==> config.mk <==
export PLATFORM = sky130hd
export DESIGN_NAME = congestion_window_controller
export DESIGN_NICKNAME = d
export VERILOG_FILES = /design/src/rtl/cwc_pkg.sv /design/src/rtl/cwc_div.sv /design/src/rtl/cwc_ctrl.sv /design/src/rtl/congestion_window_controller.sv
export SDC_FILE = /design/constraint.sdc
export NUM_CORES = 1
export LEC_CHECK = 0
export BUFFER_PORTS_ARGS = -buffer_cell sky130_fd_sc_hd__buf_2
export CAP_MARGIN = 40
export CORE_ASPECT_RATIO = 1.5
export CORE_MARGIN = 2
export CORE_UTILIZATION = 55
export CTS_BUF_LIST = sky130_fd_sc_hd__clkbuf_4
export DETAILED_ROUTE_END_ITERATION = 7
export PLACE_DENSITY = 0.74
export SKIP_CTS_REPAIR_TIMING = 1
export SYNTH_ARGS = -nofsm -noshare
export SYNTH_HDL_FRONTEND = slang
export SYNTH_SLANG_ARGS = --single-unit
export TNS_END_PERCENT = 100
==> constraint.sdc <==
create_clock -name clk_i -period 14.1 [get_ports clk_i]
set_input_delay 0.705 -clock clk_i [delete_from_list [all_inputs] [get_ports clk_i]]
set_output_delay 0.705 -clock clk_i [all_outputs]
set_load 0.01 [all_outputs]
==> src/rtl/cwc_pkg.sv <==
`timescale 1ns / 1ps
// ----------------------------------------------------------------------------
// Congestion window controller package
// Beat types, opcodes, register indexes, reset values and control structs
// shared by the controller modules and its checker.
// ----------------------------------------------------------------------------
package cwc_pkg;

  // Default parameter values
  localparam int SEQ_WIDTH_DEF = 16;
  localparam int FRAC_BITS_DEF = 8;

  // Field widths
  localparam int OP_W     = 2;
  localparam int SEQ_F_W  = 16;
  localparam int WIN_W    = 8;
  localparam int WHOLE_W  = 16;
  localparam int DUP_W    = 3;

  // Event opcodes
  localparam logic [OP_W-1:0] OP_ACK     = 2'd0;
  localparam logic [OP_W-1:0] OP_TIMEOUT = 2'd1;
  localparam logic [OP_W-1:0] OP_SEND    = 2'd2;

  // Configuration port
  localparam int CFG_IDX_W  = 3;
  localparam int CFG_DATA_W = 16;
  localparam logic [CFG_IDX_W-1:0] CFG_TOTAL_SEGMENTS = 3'd0;
  localparam logic [CFG_IDX_W-1:0] CFG_INITIAL_WINDOW = 3'd1;
  localparam logic [CFG_IDX_W-1:0] CFG_MIN_WINDOW     = 3'd2;
  localparam logic [CFG_IDX_W-1:0] CFG_INIT_RX_WINDOW = 3'd3;
  localparam logic [CFG_IDX_W-1:0] CFG_DUP_THRESHOLD  = 3'd4;

  // Register reset values
  localparam logic [SEQ_F_W-1:0] RST_TOTAL_SEG = 16'd1;
  localparam logic [WIN_W-1:0]   RST_INIT_WIN  = 8'd3;
  localparam logic [WIN_W-1:0]   RST_MIN_WIN   = 8'd3;
  localparam logic [WIN_W-1:0]   RST_INIT_RWIN = 8'd10;
  localparam logic [DUP_W-1:0]   RST_DUP_THR   = 3'd3;

  // Misc constants
  localparam logic [WHOLE_W-1:0] SSTHRESH_NONE = 16'hFFFF;
  localparam logic [DUP_W-1:0]   DUP_MAX       = 3'd7;
  localparam logic [WIN_W-1:0]   FREED_MAX     = 8'd255;

  // Input beat
  typedef struct packed {
    logic [OP_W-1:0]    opcode;
    logic [SEQ_F_W-1:0] ack_count;
    logic [WIN_W-1:0]   advertised_window;
  } in_item_t;

  // Result beat
  typedef struct packed {
    logic               send_granted;
    logic [SEQ_F_W-1:0] send_seq;
    logic [SEQ_F_W-1:0] acked_total;
    logic [SEQ_F_W-1:0] next_seq;
    logic [WIN_W-1:0]   send_window;
    logic [WHOLE_W-1:0] cwnd_whole;
    logic [WHOLE_W-1:0] slow_start_limit;
    logic               fast_retransmit;
    logic [WIN_W-1:0]   freed_slots;
    logic               transfer_done;
  } out_item_t;

  // Sequencer states
  typedef enum logic [1:0] {
    ST_IDLE,
    ST_EXEC,
    ST_DIVIDE,
    ST_FINISH
  } cwc_state_e;

  // Datapath status seen by the sequencer
  typedef struct packed {
    logic in_valid;
    logic need_div;
    logic div_done;
    logic out_free;
  } stat_t;

  // Sequencer commands to the datapath
  typedef struct packed {
    logic busy;
    logic item_load;
    logic div_start;
    logic commit;
  } ctrl_t;

endpackage

==> src/rtl/cwc_div.sv <==
`timescale 1ns / 1ps
// ----------------------------------------------------------------------------
// Congestion window controller serial divider
// Restoring divider: one compare and subtract per cycle, one quotient bit per
// step, MSB first. Quotient is valid while done_o is high and holds after.
// ----------------------------------------------------------------------------
module cwc_div import cwc_pkg::*; #(
  parameter int DIVIDEND_W = SEQ_WIDTH_DEF + FRAC_BITS_DEF,
  parameter int DIVISOR_W  = WHOLE_W
) (
  input  logic                  clk_i,
  input  logic                  rst_ni,
  input  logic                  start_i,
  input  logic [DIVIDEND_W-1:0] dividend_i,
  input  logic [DIVISOR_W-1:0]  divisor_i,
  output logic                  done_o,
  output logic [DIVIDEND_W-1:0] quotient_o
);

  localparam int CNT_W = $clog2(DIVIDEND_W + 1);

  logic                  busy_q, busy_d;
  logic                  done_q, done_d;
  logic [CNT_W-1:0]      cnt_q, cnt_d;
  logic [DIVIDEND_W-1:0] num_q, num_d;
  logic [DIVIDEND_W-1:0] quo_q, quo_d;
  logic [DIVISOR_W-1:0]  den_q, den_d;
  logic [DIVISOR_W-1:0]  rem_q, rem_d;

  logic [DIVISOR_W:0]    trial;
  logic                  fits;

  // Shared step: shift in next dividend bit, trial subtract
  assign trial = {rem_q, num_q[DIVIDEND_W-1]};
  assign fits  = (trial >= {1'b0, den_q});

  // Step control
  always_comb begin
    busy_d = busy_q;
    done_d = 1'b0;
    cnt_d  = cnt_q;
    num_d  = num_q;
    quo_d  = quo_q;
    den_d  = den_q;
    rem_d  = rem_q;
    if (start_i) begin
      busy_d = 1'b1;
      cnt_d  = CNT_W'(DIVIDEND_W);
      num_d  = dividend_i;
      den_d  = divisor_i;
      rem_d  = '0;
      quo_d  = '0;
    end else if (busy_q) begin
      rem_d = fits ? DIVISOR_W'(trial - {1'b0, den_q}) : DIVISOR_W'(trial);
      num_d = num_q << 1;
      quo_d = {quo_q[DIVIDEND_W-2:0], fits};
      cnt_d = cnt_q - CNT_W'(1);
      if (cnt_q == CNT_W'(1)) begin
        busy_d = 1'b0;
        done_d = 1'b1;
      end
    end
  end

  // Control registers
  always_ff @(posedge clk_i or negedge rst_ni) begin
    if (!rst_ni) begin
      busy_q <= 1'b0;
      done_q <= 1'b0;
      cnt_q  <= '0;
    end else begin
      busy_q <= busy_d;
      done_q <= done_d;
      cnt_q  <= cnt_d;
    end
  end

  // Operand and partial result registers
  always_ff @(posedge clk_i) begin
    num_q <= num_d;
    quo_q <= quo_d;
    den_q <= den_d;
    rem_q <= rem_d;
  end

  assign done_o     = done_q;
  assign quotient_o = quo_q;

endmodule

==> src/rtl/cwc_ctrl.sv <==
`timescale 1ns / 1ps
// ----------------------------------------------------------------------------
// Congestion window controller sequencer
// Walks one event through load, evaluate, optional divide and commit, and
// holds the input side off until the result beat is placed.
// ----------------------------------------------------------------------------
module cwc_ctrl import cwc_pkg::*; (
  input  logic  clk_i,
  input  logic  rst_ni,
  input  stat_t stat_i,
  output ctrl_t ctrl_o
);

  cwc_state_e state_q, state_d;

  // Next state
  always_comb begin
    state_d = state_q;
    case (state_q)
      ST_IDLE: begin
        if (stat_i.in_valid) state_d = ST_EXEC;
      end
      ST_EXEC: begin
        state_d = stat_i.need_div ? ST_DIVIDE : ST_FINISH;
      end
      ST_DIVIDE: begin
        if (stat_i.div_done) state_d = ST_FINISH;
      end
      ST_FINISH: begin
        if (stat_i.out_free) state_d = ST_IDLE;
      end
      default: state_d = ST_IDLE;
    endcase
  end

  // Outputs
  always_comb begin
    ctrl_o = '0;
    case (state_q)
      ST_IDLE: begin
        ctrl_o.item_load = stat_i.in_valid;
      end
      ST_EXEC: begin
        ctrl_o.busy      = 1'b1;
        ctrl_o.div_start = stat_i.need_div;
      end
      ST_DIVIDE: begin
        ctrl_o.busy = 1'b1;
      end
      ST_FINISH: begin
        ctrl_o.busy   = 1'b1;
        ctrl_o.commit = stat_i.out_free;
      end
      default: ctrl_o.busy = 1'b1;
    endcase
  end

  always_ff @(posedge clk_i or negedge rst_ni) begin
    if (!rst_ni) begin
      state_q <= ST_IDLE;
    end else begin
      state_q <= state_d;
    end
  end

endmodule

==> src/rtl/congestion_window_controller.sv <==
`timescale 1ns / 1ps
// Flow: an accepted event is loaded into the event register, evaluated in the
// exec state and committed to the result register in the finish state once the
// result slot is free; a new ack in congestion avoidance runs the divider first.
// The input is held off from accept until the commit, so one event is in flight.
// Reset: async active low; registers and window state return to defaults.
// A write to a valid index reloads the window state from the register values.
// ----------------------------------------------------------------------------
// Congestion window controller
// Sender-side sliding-window congestion control: acks, timeouts and send
// requests update cwnd (fixed point), ssthresh, ack and send pointers.
// ----------------------------------------------------------------------------
module congestion_window_controller import cwc_pkg::*; #(
  parameter int SEQ_WIDTH = SEQ_WIDTH_DEF,
  parameter int FRAC_BITS = FRAC_BITS_DEF
) (
  input  logic                  clk_i,
  input  logic                  rst_ni,
  // Event channel
  input  logic                  in_valid_i,
  output logic                  in_stall_o,
  input  in_item_t              in_item_i,
  // Result channel
  output logic                  out_valid_o,
  input  logic                  out_stall_i,
  output out_item_t             out_item_o,
  // Configuration port
  input  logic                  cfg_we_i,
  input  logic [CFG_IDX_W-1:0]  cfg_idx_i,
  input  logic [CFG_DATA_W-1:0] cfg_data_i
);

  localparam int SW     = SEQ_WIDTH;
  localparam int CWND_W = WHOLE_W + FRAC_BITS;
  localparam int DW     = SEQ_WIDTH + FRAC_BITS;
  localparam int SUM_W  = ((DW > CWND_W) ? DW : CWND_W) + 1;
  localparam int CMP_W  = (SW > SEQ_F_W) ? SW : SEQ_F_W;

  localparam logic [CWND_W-1:0] CWND_MAX = '1;
  localparam logic [CWND_W-1:0] RST_CWND = CWND_W'(RST_INIT_WIN) << FRAC_BITS;
  localparam logic [WIN_W-1:0]  RST_WIN  =
    (RST_INIT_WIN < RST_INIT_RWIN) ? RST_INIT_WIN : RST_INIT_RWIN;

  // Configuration registers
  logic [SEQ_F_W-1:0] total_q, total_d;
  logic [WIN_W-1:0]   init_win_q, init_win_d;
  logic [WIN_W-1:0]   min_win_q, min_win_d;
  logic [WIN_W-1:0]   init_rwin_q, init_rwin_d;
  logic [DUP_W-1:0]   dup_thr_q, dup_thr_d;
  logic               cfg_hit;

  // Window state
  logic [CWND_W-1:0]  cwnd_q, cwnd_d;
  logic [WHOLE_W-1:0] ssth_q, ssth_d;
  logic [SW-1:0]      acked_q, acked_d;
  logic [SW-1:0]      next_q, next_d;
  logic [WIN_W-1:0]   win_q, win_d;
  logic [WIN_W-1:0]   peer_q, peer_d;
  logic [DUP_W-1:0]   dup_q, dup_d;

  // Event and result
  in_item_t           item_q;
  out_item_t          out_q;
  logic               out_valid_q, out_valid_d;

  // Sequencer link
  stat_t              stat;
  ctrl_t              ctrl;

  // Event evaluation
  logic [SW-1:0]      ack_m;
  logic               new_ack;
  logic [SW-1:0]      delta;
  logic               slow;
  logic [WHOLE_W-1:0] whole;
  logic [WHOLE_W-1:0] divisor;
  logic [DW-1:0]      delta_fx;
  logic [DW-1:0]      div_quo;
  logic               div_done;
  logic [DW-1:0]      grow;
  logic [SUM_W-1:0]   cwnd_sum;
  logic [CWND_W-1:0]  cwnd_sat;
  logic [DUP_W-1:0]   dup_inc;
  logic               dup_fire;
  logic [WIN_W-1:0]   half_win;
  logic [SW-1:0]      inflight;
  logic               send_ok;
  logic [WIN_W-1:0]   send_win;

  logic [CWND_W-1:0]  evt_cwnd;
  logic [WHOLE_W-1:0] evt_ssth;
  logic [SW-1:0]      evt_acked;
  logic [SW-1:0]      evt_next;
  logic [WIN_W-1:0]   evt_win;
  logic [WIN_W-1:0]   evt_peer;
  logic [DUP_W-1:0]   evt_dup;
  logic               evt_grant;
  logic [SW-1:0]      evt_seq;
  logic               evt_fast;
  logic [WIN_W-1:0]   evt_freed;

  // --------------------------------------------------------------------------
  // Configuration writes
  assign cfg_hit = cfg_we_i &&
                   (cfg_idx_i inside {[CFG_TOTAL_SEGMENTS:CFG_DUP_THRESHOLD]});

  always_comb begin
    total_d     = total_q;
    init_win_d  = init_win_q;
    min_win_d   = min_win_q;
    init_rwin_d = init_rwin_q;
    dup_thr_d   = dup_thr_q;
    if (cfg_we_i) begin
      case (cfg_idx_i)
        CFG_TOTAL_SEGMENTS: total_d     = cfg_data_i[SEQ_F_W-1:0];
        CFG_INITIAL_WINDOW: init_win_d  = cfg_data_i[WIN_W-1:0];
        CFG_MIN_WINDOW:     min_win_d   = cfg_data_i[WIN_W-1:0];
        CFG_INIT_RX_WINDOW: init_rwin_d = cfg_data_i[WIN_W-1:0];
        CFG_DUP_THRESHOLD:  dup_thr_d   = cfg_data_i[DUP_W-1:0];
        default: ;
      endcase
    end
  end

  always_ff @(posedge clk_i or negedge rst_ni) begin
    if (!rst_ni) begin
      total_q     <= RST_TOTAL_SEG;
      init_win_q  <= RST_INIT_WIN;
      min_win_q   <= RST_MIN_WIN;
      init_rwin_q <= RST_INIT_RWIN;
      dup_thr_q   <= RST_DUP_THR;
    end else begin
      total_q     <= total_d;
      init_win_q  <= init_win_d;
      min_win_q   <= min_win_d;
      init_rwin_q <= init_rwin_d;
      dup_thr_q   <= dup_thr_d;
    end
  end

  // --------------------------------------------------------------------------
  // Sequencer
  assign stat.in_valid = in_valid_i;
  assign stat.need_div = (item_q.opcode == OP_ACK) && new_ack && !slow;
  assign stat.div_done = div_done;
  assign stat.out_free = !out_valid_q || !out_stall_i;

  cwc_ctrl u_ctrl (
    .clk_i  (clk_i),
    .rst_ni (rst_ni),
    .stat_i (stat),
    .ctrl_o (ctrl)
  );

  assign in_stall_o = ctrl.busy;

  // Event beat register
  always_ff @(posedge clk_i) begin
    if (ctrl.item_load) item_q <= in_item_i;
  end

  // --------------------------------------------------------------------------
  // Ack growth: slow start adds delta, avoidance adds delta / floor(cwnd)
  assign ack_m    = SW'(item_q.ack_count);
  assign new_ack  = (ack_m > acked_q);
  assign delta    = ack_m - acked_q;
  assign slow     = (WHOLE_W'(win_q) <= ssth_q);
  assign whole    = cwnd_q[CWND_W-1:FRAC_BITS];
  assign divisor  = (whole == '0) ? WHOLE_W'(1) : whole;
  assign delta_fx = {delta, {FRAC_BITS{1'b0}}};

  cwc_div #(
    .DIVIDEND_W (DW),
    .DIVISOR_W  (WHOLE_W)
  ) u_div (
    .clk_i      (clk_i),
    .rst_ni     (rst_ni),
    .start_i    (ctrl.div_start),
    .dividend_i (delta_fx),
    .divisor_i  (divisor),
    .done_o     (div_done),
    .quotient_o (div_quo)
  );

  assign grow     = slow ? delta_fx : div_quo;
  assign cwnd_sum = SUM_W'(cwnd_q) + SUM_W'(grow);
  assign cwnd_sat = (cwnd_sum > SUM_W'(CWND_MAX)) ? CWND_MAX : CWND_W'(cwnd_sum);

  // Duplicate ack count and loss window
  assign dup_inc  = (dup_q < DUP_MAX) ? dup_q + DUP_W'(1) : dup_q;
  assign dup_fire = (dup_inc == dup_thr_q);
  assign half_win = win_q >> 1;

  // Send check
  assign inflight = next_q - acked_q;
  assign send_ok  = (CMP_W'(inflight) < CMP_W'(win_q)) &&
                    (CMP_W'(next_q) < CMP_W'(total_q));
  assign send_win = (whole < WHOLE_W'(peer_q)) ? whole[WIN_W-1:0] : peer_q;

  // State after this event
  always_comb begin
    evt_cwnd  = cwnd_q;
    evt_ssth  = ssth_q;
    evt_acked = acked_q;
    evt_next  = next_q;
    evt_win   = win_q;
    evt_peer  = peer_q;
    evt_dup   = dup_q;
    evt_grant = 1'b0;
    evt_seq   = '0;
    evt_fast  = 1'b0;
    evt_freed = '0;
    case (item_q.opcode)
      OP_ACK: begin
        evt_peer = item_q.advertised_window;
        if (new_ack) begin
          evt_acked = ack_m;
          if (next_q < ack_m) evt_next = ack_m;
          evt_dup   = '0;
          evt_freed = (delta > SW'(FREED_MAX)) ? FREED_MAX : delta[WIN_W-1:0];
          evt_cwnd  = cwnd_sat;
        end else begin
          evt_dup = dup_inc;
          if (dup_fire) begin
            evt_next = acked_q;
            evt_ssth = (half_win > min_win_q) ? WHOLE_W'(half_win)
                                              : WHOLE_W'(min_win_q);
            evt_win  = min_win_q;
            evt_fast = 1'b1;
          end
        end
      end
      OP_TIMEOUT: begin
        evt_next = acked_q;
        if (win_q > min_win_q) evt_win = half_win;
      end
      OP_SEND: begin
        if (send_ok) begin
          evt_grant = 1'b1;
          evt_seq   = next_q;
          evt_next  = next_q + SW'(1);
          evt_win   = send_win;
        end
      end
      default: ;
    endcase
  end

  // --------------------------------------------------------------------------
  // Window state: restart on config write, update on commit
  always_comb begin
    cwnd_d  = cwnd_q;
    ssth_d  = ssth_q;
    acked_d = acked_q;
    next_d  = next_q;
    win_d   = win_q;
    peer_d  = peer_q;
    dup_d   = dup_q;
    if (cfg_hit) begin
      cwnd_d  = CWND_W'(init_win_d) << FRAC_BITS;
      ssth_d  = SSTHRESH_NONE;
      acked_d = '0;
      next_d  = '0;
      win_d   = (init_win_d < init_rwin_d) ? init_win_d : init_rwin_d;
      peer_d  = init_rwin_d;
      dup_d   = '0;
    end else if (ctrl.commit) begin
      cwnd_d  = evt_cwnd;
      ssth_d  = evt_ssth;
      acked_d = evt_acked;
      next_d  = evt_next;
      win_d   = evt_win;
      peer_d  = evt_peer;
      dup_d   = evt_dup;
    end
  end

  always_ff @(posedge clk_i or negedge rst_ni) begin
    if (!rst_ni) begin
      cwnd_q  <= RST_CWND;
      ssth_q  <= SSTHRESH_NONE;
      acked_q <= '0;
      next_q  <= '0;
      win_q   <= RST_WIN;
      peer_q  <= RST_INIT_RWIN;
      dup_q   <= '0;
    end else begin
      cwnd_q  <= cwnd_d;
      ssth_q  <= ssth_d;
      acked_q <= acked_d;
      next_q  <= next_d;
      win_q   <= win_d;
      peer_q  <= peer_d;
      dup_q   <= dup_d;
    end
  end

  // --------------------------------------------------------------------------
  // Result beat register
  assign out_valid_d = ctrl.commit || (out_valid_q && out_stall_i);

  always_ff @(posedge clk_i or negedge rst_ni) begin
    if (!rst_ni) begin
      out_valid_q <= 1'b0;
    end else begin
      out_valid_q <= out_valid_d;
    end
  end

  always_ff @(posedge clk_i) begin
    if (ctrl.commit) begin
      out_q.send_granted     <= evt_grant;
      out_q.send_seq         <= SEQ_F_W'(evt_seq);
      out_q.acked_total      <= SEQ_F_W'(evt_acked);
      out_q.next_seq         <= SEQ_F_W'(evt_next);
      out_q.send_window      <= evt_win;
      out_q.cwnd_whole       <= evt_cwnd[CWND_W-1:FRAC_BITS];
      out_q.slow_start_limit <= evt_ssth;
      out_q.fast_retransmit  <= evt_fast;
      out_q.freed_slots      <= evt_freed;
      out_q.transfer_done    <= (CMP_W'(evt_acked) >= CMP_W'(total_q));
    end
  end

  assign out_valid_o = out_valid_q;
  assign out_item_o  = out_q;

endmodule

==> results.toml <==
[status]
status = "finished, violations left"
violations = "hold timing"

[synthesis]
synthesis.nets = 2485
ys_seq_area_share_pct = 43.02
synth_cell_types = 85
synth_seq_cells = 341
synth_edf_count = 157
postSynthCellCount = 2261
ys_warn_count = 0
syn_area_mm2 = 0.02129
syn_avg_cell_area_um2 = 9.415
async_flop_share_pct = 42.23
synth_flop_cell = "edfxtp_1"

[timing]
worst_pin_slew_ps = 939.0
rsz0062_at_grt = "false"
fin_ws_ps = 8354
max_freq_mhz = 174.0
report.final.slew_viol_count = 0
slew_headroom_pct = 37.30
final_hold_viol_count = 30
whs_ps = -27.51
min_period_ps = 5746
fin_crit_sh_pct = 40.75
finalSetupTns_ps = 0
clock_skew_ps = 42.07
setup_viol = 0

[floorplanning]
die-area_mm2 = 0.04033
io_pins = 151
start_util_pct = 55.55
rows = 88
die_w_um = 164.6
die_h_um = 244.9
core-area_mm2 = 0.03832

[placement]
hpwl_um = 49380
numPortBuffers = 150
place_congestion = 0.9740
post-place-ws_ps = 8533

[clock_tree]
clk_latency_ps = 800
cts_root_buffer = "clkbuf_4"
htree_levels = 3
cts_tree = "done"
clock_path_buffers = 3
clkTransAtPathRegs_ps = 70
cts_sinks = 341
cts_made_buffers = 86

[layout]
fin_nets = 2636
seqCellArea_mm2 = 0.009159
final_util_pct = 61.94
drive_gt1_share_pct = 16.38
area_growth_pct = 11.49
multiInputGateArea_mm2 = 0.01116
fillers = 3340

[detailed_routing]
route.detailed.drc = 0
drt-initial-drc-count = 1499
wl_per_cell_um = 22.82
dr.pass1.iters = 7
via_count = 18650
drtAntennaViolNets = 0
wirelength_um = 68010
vias_per_cell = 6.258

[run]
maxCapViolCount = 0

[hold_path]
hold_path.class = "primary input to async pin"

[power_and_ir_drop]
p_int_mw = 1.727
p_leak_nw = 10.68
switching_share_pct = 29.41
power.density_mw_per_mm2 = 103.1
p_seq_share_pct = 46.7
pwr-share-comb_pct = 15.4
power_mw = 2.446
ir_drop_v = 0.00009236
p_sw_mw = 0.7192
pwr-share-clk_pct = 37.9

[critical_path]
endpoint_kind = "register"
path_max_fanout = 22
crit_required_ps = 14590
reg2reg_to = "out_item_o[57]"
worstPathArrival_ps = 6240
slowest_stage = "nor4_1"
cp_cell_sequence = "inv_1, ha_1, inv_1, fa_1, a211oi_2, o21bai_1, a21oi_1, xnor2_1, ha_1, a21o_1, a2111oi_0, nand4_1, nor4_4, nand3_2, nor4_1, nor2_1, o41ai_1"
worstSetupStartpointType = "register"
crit_path_max_incr_delay_ps = 870
crit_end = "out_item_o[57]"
worstReg2RegStart = "next_q[0]"
reg2reg_depth = 17
r2r_setup_slack_ps = 8350
critical_path_class = "register to register"
crit_path_start = "next_q[0]"

[global_routing]
grt_pass1_vias = 18600
grt_use_total_pct = 33.97
grt_pass1_wl_um = 103800
grt_max_degree = 92
grt.overflow.total = 0
antenna_found_initial = 2
[metrics by stage]
stage | std cells | cell area (um2) | hold WS [ps]
after floorplan | 2261 | 21290 | 409.4
after global placement | 2816 | 22490 | 449.8
after detailed placement | 2819 | 22530 | 451.3
after CTS | 2979 | 23730 | -61.82
after global routing | 2980 | 23730 | 5.504
final | 2980 | 23730 | -27.51
[state kept, by name, summed over array words and instances (netlist names), 8 cells and up]
register	count
ack_m	16
acked_q	16
cwnd_q	24
init_rwin_q	8
init_win_q	8
item_q	10
min_win_q	8
next_q	16
out_item_o	99
peer_q	8
ssth_q	16
total_q	16
u_div.den_q	16
u_div.num_q	16
u_div.quotient_o	24
u_div.rem_q	16
win_q	8
[cell usage after synthesis, types with 10 or more instances]
master / instances / share of area, %
a21oi_1: 160 / 3.8
nor2_1: 163 / 2.9
o211a_1: 14 / 0.66
and3_1: 37 / 1.1
nand2b_1: 25 / 0.73
a21o_1: 37 / 1.3
or4_1: 10 / 0.35
o22ai_1: 17 / 0.50
o21ai_0: 175 / 4.1
nor2b_1: 24 / 0.71
nor3_1: 46 / 1.1
dfxtp_1: 40 / 3.8
a211o_1: 15 / 0.62
xnor2_1: 33 / 1.4
inv_1: 146 / 2.6
edfxtp_1: 157 / 22
clkbuf_1: 110 / 1.9
nand4_1: 39 / 1.1
xor2_1: 30 / 1.2
dfstp_2: 31 / 3.8
nand3_1: 31 / 0.73
and2_1: 31 / 0.91
o21a_1: 31 / 1.1
dfrtp_1: 113 / 13
nand2_1: 224 / 3.9
o211ai_1: 28 / 0.99
a211oi_1: 25 / 0.88
a31oi_1: 35 / 1.0
mux2i_1: 65 / 3.1
ha_1: 170 / 10
or3_1: 11 / 0.32
mux2_2: 11 / 0.58
[kinds of logic after synthesis]
group	count (synthesis)	share of synthesized area, %
flops	341	43.02
mux	76	3.638
xor+xnor	63	2.592
fa+ha+maj	174	10.37
simple gates	691	15.83
buf+inv	268	4.773
compound gates	648	19.77
[critical path: cells and delay by family (launching register included)]
family / cells / cell delay [ps]
AND/OR/NAND/NOR: 5 / 1970
AO/OA/AOI/OAI: 6 / 1700
adder cells (fa/ha/maj): 3 / 900
flip-flops: 1 / 510
buffers and inverters: 2 / 210
XOR/XNOR: 1 / 160
[power groups by stage]
stage                     Clock (mW)  Sequential [mW]  Combinational [mW]
after floorplan                    0             1.14               0.266
after global placement             0             1.16               0.356
after detailed placement           0             1.16               0.368
after CTS                      0.945             1.14               0.372
after global routing           0.993             1.15               0.420
final                          0.926             1.14               0.377
[how the worst min path moves through the flow]
| stage | depth (start not counted) | to | slack, ps | from |
|---|---|---|---|---|
| 6_report | 1 | total_q[7] | -30 | rst_ni |
| 5_1_grt | 1 | dup_q[2] | 6 | rst_ni |
| 4_1_cts | 1 | dup_q[2] | -60 | rst_ni |
| 3_5_place_dp | 2 | ssth_q[15] | 450 | ssth_q[15] |
| 3_3_place_gp | 2 | ssth_q[12] | 450 | ssth_q[12] |
| 2_1_floorplan | 0 | acked_q[0] | 410 | rst_ni |
[routing by layer]
layer	track usage (%)	wire length, um	up-vias
met5	0	0	-
met4	22.94	4973	0
met3	6.776	5011	289
met2	59.67	34290	900
met1	36.40	23740	8854
li1	-	-	8606
[layout by cell type, fill, tap and decap left out, types with 46 or more instances in the layout]
master and count:
inv_1 145, edfxtp_1 157, a21oi_1 159, mux2i_1 65, nor3_1 46, buf_2 150, dfrtp_1 112, nand2_1 223
ha_1 170, o21ai_0 175, clkbuf_4 125, nor2_1 161
[cell type report]
| cell class | count | share of cell area, % |
|---|---|---|
| clock inverter | 35 | 1.086 |
| inverter | 146 | 2.330 |
| tap | 495 | 2.610 |
| multi-input combinational | 1652 | 47.05 |
| antenna | 1 | 0.01054 |
| clock buffer | 125 | 3.954 |
| timing repair buffer | 185 | 4.371 |
| sequential | 341 | 38.59 |
(Power assumes the default switching activity.)
